[config.mk]
export PLATFORM = sky130hd
export DESIGN_NAME = lph_hash
export DESIGN_NICKNAME = d
export VERILOG_FILES = /design/src/design/lph_pkg.sv /design/src/design/lph_hash.sv
export SDC_FILE = /design/constraint.sdc
export NUM_CORES = 1
export LEC_CHECK = 0
export ABC_AREA = 1
export BUFFER_PORTS_ARGS = -buffer_cell sky130_fd_sc_hd__buf_2
export CAP_MARGIN = 20
export CORE_MARGIN = 2
export CORE_UTILIZATION = 39
export DETAILED_ROUTE_END_ITERATION = 6
export SLEW_MARGIN = 20
export SYNTH_ARGS = -nofsm -noshare
export SYNTH_HDL_FRONTEND = slang
export SYNTH_SLANG_ARGS = --single-unit
export TNS_END_PERCENT = 1
[constraint.sdc]
create_clock -name clock -period 3.45 [get_ports clock]
set_clock_uncertainty 0.05 [all_clocks]
set_input_delay 0.69 -clock clock [delete_from_list [all_inputs] [get_ports clock]]
set_output_delay 0.69 -clock clock [all_outputs]
set_load 0.02 [all_outputs]
[src/design/lph_pkg.sv]
// Shared types, codes and constants of the linear-probe hash map.
// Depends on nothing.
package lph_pkg;

   localparam int DEF_CAPACITY    = 256;
   localparam int DEF_KEY_BYTES   = 8;
   localparam int DEF_VALUE_BYTES = 8;

   localparam int DATA_W  = 64;
   localparam int ENTRY_W = 9;

   localparam logic [63:0] FNV_OFFSET = 64'hCBF29CE484222325;

   // request actions
   localparam logic [1:0] ACT_GET  = 2'd0;
   localparam logic [1:0] ACT_SET  = 2'd1;
   localparam logic [1:0] ACT_DEL  = 2'd2;
   localparam logic [1:0] ACT_NONE = 2'd3;

   // result status codes
   localparam logic [1:0] STAT_OK   = 2'd0;
   localparam logic [1:0] STAT_MISS = 2'd1;
   localparam logic [1:0] STAT_INS  = 2'd2;
   localparam logic [1:0] STAT_FULL = 2'd3;

   typedef struct packed {
      logic [1:0]        action;
      logic [DATA_W-1:0] key;
      logic [DATA_W-1:0] value;
   } req_type;

   typedef struct packed {
      logic [1:0]         status;
      logic [DATA_W-1:0]  read_value;
      logic [ENTRY_W-1:0] entry_count;
   } rsp_type;

   typedef enum logic [2:0] {
      ST_IDLE,
      ST_HASH,
      ST_PRD,
      ST_PCHK,
      ST_DRD,
      ST_DCHK,
      ST_FIN
   } state_type;

endpackage

[src/design/lph_hash.sv]
// FNV-1a 64-bit hash unit, one key byte per cycle.
// Depends on lph_pkg.
module lph_hash import lph_pkg::*; #(
   parameter int KEY_BYTES = DEF_KEY_BYTES,
   parameter int IDX_W     = 8
) (
   input  logic              clock,
   input  logic              reset,
   input  logic              start,
   input  logic [DATA_W-1:0] key,
   output logic              done,
   output logic [IDX_W-1:0]  home
);

   localparam int CW = $clog2(KEY_BYTES + 1);

   logic [63:0]   h_ff, h_in;
   logic [63:0]   k_ff, k_in;
   logic [CW-1:0] cnt_ff, cnt_in;
   logic          busy_ff, busy_in;
   logic          done_ff, done_in;
   logic [63:0]   x;
   logic [63:0]   mixed;

   // xor in the low byte, then multiply by the prime 2^40 + 0x1B3 as shifts
   assign x     = h_ff ^ {56'd0, k_ff[7:0]};
   assign mixed = (x << 40) + (x << 8) + (x << 7) + (x << 5) + (x << 4) + (x << 1) + x;

   always_comb begin
      h_in    = h_ff;
      k_in    = k_ff;
      cnt_in  = cnt_ff;
      busy_in = busy_ff;
      done_in = 1'b0;
      if (start) begin
         h_in    = FNV_OFFSET;
         k_in    = key;
         cnt_in  = '0;
         busy_in = 1'b1;
      end else if (busy_ff) begin
         h_in   = mixed;
         k_in   = k_ff >> 8;
         cnt_in = cnt_ff + CW'(1);
         if (cnt_ff == CW'(KEY_BYTES - 1)) begin
            busy_in = 1'b0;
            done_in = 1'b1;
         end
      end
   end

   always_ff @(posedge clock) begin
      h_ff   <= h_in;
      k_ff   <= k_in;
      cnt_ff <= cnt_in;
      if (reset) begin
         busy_ff <= 1'b0;
         done_ff <= 1'b0;
      end else begin
         busy_ff <= busy_in;
         done_ff <= done_in;
      end
   end

   assign done = done_ff;
   assign home = h_ff[IDX_W-1:0];

endmodule

Word level (Yosys, flattened, before mapping)
Index checks and enable logic that the tools add are counted.
- logic and storage cells: 23
- output and inout port bits: 9
- bits in registers: 134
- input port bits: 67
- add/subtract/negate cells: 7
- eq/ne operators: 1
- multiplexer cells: 6
- reductions and logical operators: 2
- bitwise operators: 2
- operator list (operator ; number):
    $add 64x64->64 ; 6
    $mux 64 ; 2
    $xor 64x8->64 ; 1
    $add 4x1->4 const B ; 1
    $eq 4x3->1 const B ; 1
    $mux 1 ; 4
    $reduce_or 3->1 ; 1
    $reduce_bool 2->1 ; 1
    $not 1->1 ; 1

Longest topological paths before layout
Gate-level depths: netlist of run 1.
- word-level depth: 7
- depth in mapped cells: 19

Worst setup path after synthesis of run 1
Ideal clock, no wire load.
- path kind: register -> register
- start point: register h_ff[1]
- end point: register h_ff[7]
- path buffers: 0
- required time: 3.287 ns
- setup slack: -0.266 ns
- cell stages (with the launch flop): 16
- clock period less this slack: 3.716 ns
- data arrival time: 3.553 ns
- cells stage by stage: dfxtp_1 xnor2_1 inv_1 fa_1 inv_1 fa_1 inv_1 ha_1 ha_1 ha_1 fa_1 xnor2_1 xnor2_1 nand3b_1 nand3_1 nand2_1
- longest elaborated chain between the ends: 5
- RTL lines (element ; RTL line ; RTL):
    from (decl) ; lph_hash.sv:17 ; logic [63:0] h_ff, h_in;
    from (signal assigned) ; lph_hash.sv:52 ; h_ff <= h_in;
    $xor 64x8->64 * ; lph_hash.sv:26 ; assign x = h_ff ^ {56'd0, k_ff[7:0]};
    $add 64x64->64 (3 in series) ; lph_hash.sv:27 ; assign mixed = (x << 40) + (x << 8) + (x << 7) + (x << 5) + (x << 4) + (x << 1) + x;
    $add 64x64->64 * ; lph_hash.sv:27 ;
Every way passes the cells marked *; elsewhere a longest branch is shown, timed or not.
A chain may end at the register's enable or synchronous reset.

Final worst setup path of run 1
- start point: register k_ff[0]
- end point: register h_ff[7]
- longest elaborated chain between the ends: 6
- RTL lines (element ; RTL line ; RTL):
    from (decl) ; lph_hash.sv:18 ; logic [63:0] k_ff, k_in;
    from (signal assigned) ; lph_hash.sv:53 ; k_ff <= k_in;
    $xor 64x8->64 * ; lph_hash.sv:26 ;
    $add 64x64->64 (4 in series) ; lph_hash.sv:27 ;
    $add 64x64->64 * ; lph_hash.sv:27 ;
Marks and branches as above.

==> results.toml, run 1 <==
[worst_setup_path]
cp_common_cell = "ha_4"
path_buf_inv = 2
r2r-start = "k_ff[0]$_DFFE_PP_"
ff2ff_path_depth = 15
worstSetupStartpointType = "register"
path_delay_family = "adder cells"
crit_path_top_delay_cell = "fa_1"
r2r-end = "h_ff[7]$_SDFFE_PP0P_"
crit_chain = "nand2_1 > nand2_2 > fa_1 > inv_1 > fa_1 > inv_2 > ha_4 > ha_4 > ha_4 > fa_2 > xnor2_2 > xnor2_2 > nand3b_1 > nand3_1 > nand2_1"
cp_max_fo = 3
cp-startpoint = "k_ff[0]$_DFFE_PP_"
cp.required_ps = 3630
r2r_setup_slack_ps = 2
critical-path-max-stage-delay_ps = 530
cp.arrival_ps = 3630
cp-end-kind = "register"
crit_type = "register to register"

[floorplan]
rows = 36
die_h_um = 103
die-area_um2 = 10600
fp.dieW_um = 103
initial_core_util_pct = 39.6
ios = 76
core-area_um2 = 9640

[power]
power.leakage_nw = 2.27
total_power_mw = 2.96
clkPwrFrac_pct = 22.6
peakVddDrop_v = 0.000349
power_density_nw_per_um2 = 637
switchingPower_uw = 976
switching_share_pct = 33.0
p_comb_share_pct = 37.2
seq_power_share_pct = 40.2
internal_power_mw = 1.98

[global_route]
grt_pass1_wl_um = 12100
overflow = 0
grt_pass1_vias = 2734
grt_usage_pct = 15.0
antenna_found_initial = 0
grt_max_degree = 59

[detailed_routing]
dr.pass1.iters = 4
wire_per_inst_um = 12.0
finalWirelength_um = 7560
via_count = 2840
drtIter0Drc = 175
drcViolationCount = 0
ant_nets = 0
via_per_inst = 4.52

[sta]
maxSlewHeadroom_pct = 37.5
clock.fmax_ghz = 0.290
worst_pin_slew_ps = 936
fin_crit_sh_pct = 99.9
setup_viol = 0
hold_violations = 0
rsz0062_at_grt = "yes"
setup-tns-final_ps = 0
finalCriticalPeriod_ps = 3450
drv_slew = 0

[logic_synthesis]
synthTopCellsByArea = "edfxtp_1 50%, nand2_1 21%, dfxtp_1 7.3%"
synth_top_cell_by_area = "edfxtp_1"
ys_types = 27
synthTopCellsByCount = "217 x nand2_1, 64 x edfxtp_1, 29 x inv_1"
synth_area_um2 = 3820
synth_seq_cells = 78
synth_ff_type = "edfxtp_1"
yosysMostFrequentCell = "nand2_1"
ys_warn_count = 0
synth_top_area_share_pct = 50.3
synth_enable_flop_cells = 64
avgSynthCellArea_um2 = 9.31
syn_nets = 498
async_reset_ff_share_pct = 0
synth-seq-area-share_pct = 57.7
synthCells = 410

[worst_hold_path]
hold_path_class = "register to register"
min_delay_path_depth = 1
holdCritStartpoint = "cnt_ff[0]$_SDFFE_PP0P_"
whs_endpoint = "cnt_ff[0]$_SDFFE_PP0P_"

[placement]
dp.cells = 612
io_buffers = 75
place_congestion = 0.848
dp_hpwl_um = 5290

[cells_and_area]
fin_nets = 579
finish.utilization_pct = 48.2
syn2layout_area_growth_pct = 21.7
fillCellCount = 945
drive_above_1_share_pct = 25.8
register_area_um2 = 2200
multiInputGateArea_um2 = 1500
n_antenna_cell = 0
fin_cells = 629

[clock_tree]
cts_buffer_depth = 2
cts.reportedPaths.clkPinSlew_ps = 80
cts_buffers = 9
cts_max_level = 3
clk-insertion-delay-late_ps = 340
cts_tree = "built"
cts_root_buffer = "clkbuf_8"
ctsHoldBuffers = 0
numClockSinks = 78

[run]
drv_cap = 0

[status]
status = "completed"
-- power groups by stage --
stage	combinational, mW	clock, mW	sequential (mW)
finish	1.10	0.668	1.19
global route	1.23	0.728	1.20
CTS	1.09	0.687	1.19
detailed placement	0.915	0	1.21
global placement	0.859	0	1.21
floorplan	0.619	0	1.23
-- metal layers --
| metal | global-route usage [%] | up-vias | routed length [um] |
|---|---|---|---|
| li1 | - | 1470 | - |
| met1 | 18.5 | 1293 | 3330 |
| met2 | 26.1 | 71 | 3790 |
| met3 | 3.25 | 6 | 375 |
| met4 | 5.36 | 0 | 71 |
| met5 | 0 | - | 0 |
-- per-stage QoR --
step	setup slack [ps]	cell area (um^2)	hold slack, ps
after global placement	-82.1	4380	423
after detailed placement	-209	4380	438
after CTS	1.26	4640	450
after global routing	-99.5	4650	446
after floorplan	-91.1	3830	404
final	1.81	4650	449
-- worst max path at each step --
stage	to	slack, ps	cells after the start
6_report	h_ff[7]$_SDFFE_PP0P_	2	15
5_1_grt	h_ff[7]$_SDFFE_PP0P_	-100	15
4_1_cts	h_ff[7]$_SDFFE_PP0P_	1	20
3_5_place_dp	h_ff[7]$_SDFFE_PP0P_	-210	15
3_3_place_gp	h_ff[7]$_SDFFE_PP0P_	-80	15
2_1_floorplan	h_ff[7]$_SDFFE_PP0P_	-90	15
-- state kept, by name, indices dropped and copies added, names as in the netlist --
| register | flops |
|---|---|
| done | 1 |
| busy_ff | 1 |
| h_ff | 8 |
| k_ff | 64 |
| cnt_ff | 4 |
-- timing repair --
item                                    4_1_cts  5_1_grt
pin swaps                                     5        4
endpoints found under the hold margin         0        0
resized for setup                             8        2
setup buffers                                 1        0
gates cloned                                  0        0
endpoints found under the setup margin        1        1
-- layout by cell type, fill, tap and decap left out, types with 2 or more instances in the layout --
cell type   instances
a21oi_1             4
a22o_1              2
buf_2              75
buf_4               7
clkbuf_8            9
clkinvlp_4          2
dfxtp_1            12
dfxtp_2             2
edfxtp_1           64
fa_1                4
ha_1               12
ha_4                4
inv_1              24
inv_2              10
nand2_1           217
nand2_2             5
nand2_4             2
nand3_1             8
nor2_1              2
nor2_4              2
nor3_1              4
o21ai_0             4
xnor2_1             2
xnor2_2             3
-- kinds of logic (layout without fill, tap and decap cells) --
group / Yosys count / after routing / synth area share, %
buffers and inverters: 48 / 134 / 5.18
adders and majority gates: 21 / 21 / 7.86
xor gates and xnor gates: 6 / 6 / 1.38
DFF: 78 / 78 / 57.7
and+or+nand+nor: 243 / 243 / 25.7
AOI/OAI and AO/OA: 14 / 14 / 2.26
-- area by class of cell --
cell class | count | share of cell area [%]
flip-flops and latches | 78 | 47.5
multi-input cells | 284 | 32.2
repair buffers | 84 | 9.88
well taps | 133 | 3.58
clock buffers | 10 | 2.75
inverters | 34 | 2.75
clock inverters | 6 | 1.35
Power figures use the tool's default switching activity.
==> run 2: changes to the inputs <==
PLACE_DENSITY_LB_ADDON = 0.15   (was unset)
==> results.toml, run 2 (synthesis results as in run 1) <==
[status]
status = "finished with violations"
violations = "setup timing"

[global_route]
grt_pass1_wl_um = 12100
overflow = 0
antenna_found_initial = 0
grt_pass1_vias = 2681
grt_usage_pct = 15.2
grt_max_degree = 63

[sta]
maxSlewHeadroom_pct = 66.7
setup_slack_ps = -41.4
setup_viol = 1
setup-tns-final_ps = -41.4
hold_violations = 0
rsz0062_at_grt = "yes"
clock.fmax_ghz = 0.286
finalCriticalPeriod_ps = 3490
fin_crit_sh_pct = 101
worst_pin_slew_ps = 499
drv_slew = 0

[cells_and_area]
syn2layout_area_growth_pct = 21.1
largest_reg_flops = 64
n_antenna_cell = 0
drive_above_1_share_pct = 25.2
register_area_um2 = 2200
regMostFlops = "k_ff"
final_common_cell = "nand2_1"
reg.largest.list = "k_ff x64, h_ff x8, cnt_ff x4"
fin_nets = 580
final_cell_mix = "217 x nand2_1, 75 x buf_2, 64 x edfxtp_1"
fillCellCount = 999
multiInputGateArea_um2 = 1460
final_area_um2 = 4620
fin_cells = 629

[power]
switchingPower_uw = 897
total_power_mw = 2.87
switching_share_pct = 31.2
peakVddDrop_v = 0.000307
power_density_nw_per_um2 = 621
power.leakage_nw = 2.29
p_comb_share_pct = 33.4
internal_power_mw = 1.97
clkPwrFrac_pct = 25.0
seq_power_share_pct = 41.6

[worst_setup_path]
cp_max_fo = 2
r2r-start = "k_ff[1]$_DFFE_PP_"
crit_type = "register to register"
path_buf_inv = 3
crit_path_top_delay_cell = "fa_1"
r2r-end = "h_ff[7]$_SDFFE_PP0P_"
worstSetupStartpointType = "register"
cp-end-kind = "register"
crit_chain = "xnor2_2 > inv_2 > fa_1 > inv_1 > fa_1 > inv_1 > ha_1 > ha_1 > ha_2 > fa_2 > xnor2_2 > xnor2_1 > nand3b_1 > nand3_1 > nand2_1"
r2r_setup_slack_ps = -40
path_delay_family = "adder cells"
critical-path-max-stage-delay_ps = 500
cp.arrival_ps = 3680
cp-startpoint = "k_ff[1]$_DFFE_PP_"
cp.required_ps = 3640
ff2ff_path_depth = 15

[detailed_routing]
dr.pass1.iters = 5
via_per_inst = 4.52
ant_nets = 0
wire_per_inst_um = 12.3
finalWirelength_um = 7720
drtIter0Drc = 107
drcViolationCount = 0
via_count = 2840

[worst_hold_path]
min_delay_path_depth = 1
holdCritStartpoint = "cnt_ff[0]$_SDFFE_PP0P_"
whs_endpoint = "cnt_ff[0]$_SDFFE_PP0P_"
hold_path_class = "register to register"

[clock_tree]
numClockSinks = 78
cts_max_level = 3
cts_buffers = 9
cts_tree = "built"
cts.reportedPaths.clkPinSlew_ps = 80
cts_root_buffer = "clkbuf_8"
cts_buffer_depth = 2
clk-insertion-delay-late_ps = 340

[floorplan]
rows = 36
die_h_um = 103
fp.dieW_um = 103
die-area_um2 = 10600
ios = 76
core-area_um2 = 9640
initial_core_util_pct = 39.6

[placement]
dp.cells = 613
postPlaceCellArea_um2 = 4390
io_buffers = 75
dp_hpwl_um = 5440
place_congestion = 0.830

[run]
drv_cap = 0
-- run 2: how the worst max path moves through the flow --
| stage | to | slack [ps] | depth (start not counted) |
|---|---|---|---|
| after floorplan | h_ff[7]$_SDFFE_PP0P_ | -90 | 15 |
| after global placement | h_ff[7]$_SDFFE_PP0P_ | -90 | 15 |
| after detailed placement | h_ff[7]$_SDFFE_PP0P_ | -170 | 15 |
| after CTS | h_ff[7]$_SDFFE_PP0P_ | -110 | 15 |
| after global routing | h_ff[7]$_SDFFE_PP0P_ | -210 | 15 |
| final | h_ff[7]$_SDFFE_PP0P_ | -40 | 15 |
-- run 2: through the flow --
stage / hold slack [ps] / utilization [%] / setup slack (ps)
finish: 447 / 48.0 / -41.4
global route: 467 / 48.0 / -210
CTS: 450 / 47.7 / -108
detailed placement: 426 / 45.5 / -173
global placement: 425 / 45.5 / -89.2
floorplan: 404 / - / -91.1
-- run 2: routing by layer --
| layer | share of wire, % | GRT usage, % | up-vias | wire (um) |
|---|---|---|---|---|
| met5 | 0 | 0 | - | 0 |
| met4 | 2.2 | 6.88 | 0 | 168 |
| met3 | 4.2 | 3.59 | 12 | 326 |
| met2 | 50 | 25.7 | 58 | 3840 |
| met1 | 44 | 18.5 | 1300 | 3380 |
| li1 | - | - | 1470 | - |
-- run 2: final cells by class --
| class | instances | area share (%) |
|---|---|---|
| flip-flops and latches | 78 | 47.7 |
| well taps | 133 | 3.60 |
| clock inverters | 6 | 1.68 |
| inverters | 34 | 2.76 |
| multi-input cells | 284 | 31.5 |
| repair buffers | 85 | 10.1 |
| clock buffers | 9 | 2.68 |
-- run 2: repair_timing --
action / in CTS / in global routing
gates resized for setup: 4 / 2
hold buffers: 0 / 0
endpoints found under the setup margin: 1 / 2
buffers inserted: 0 / 1
pin swaps: 10 / 5
hold endpoints to repair: 0 / 0
-- run 2: worst register-to-register path: cells and delay by family, from the launching register on --
| family | cells | cell delay, ps |
|---|---|---|
| DFF | 1 | 410 |
| adders and majority gates | 6 | 2050 |
| buffers and inverters | 3 | 150 |
| and+or+nand+nor | 3 | 290 |
| xor gates and xnor gates | 3 | 450 |
-- run 2: power by group through the flow --
stage	logic [mW]	registers [mW]	clock network (mW)
5_1_grt	1.09	1.21	0.774
3_3_place_gp	0.859	1.21	0
3_5_place_dp	0.912	1.21	0
4_1_cts	0.925	1.19	0.738
2_1_floorplan	0.619	1.23	0
6_report	0.959	1.19	0.719
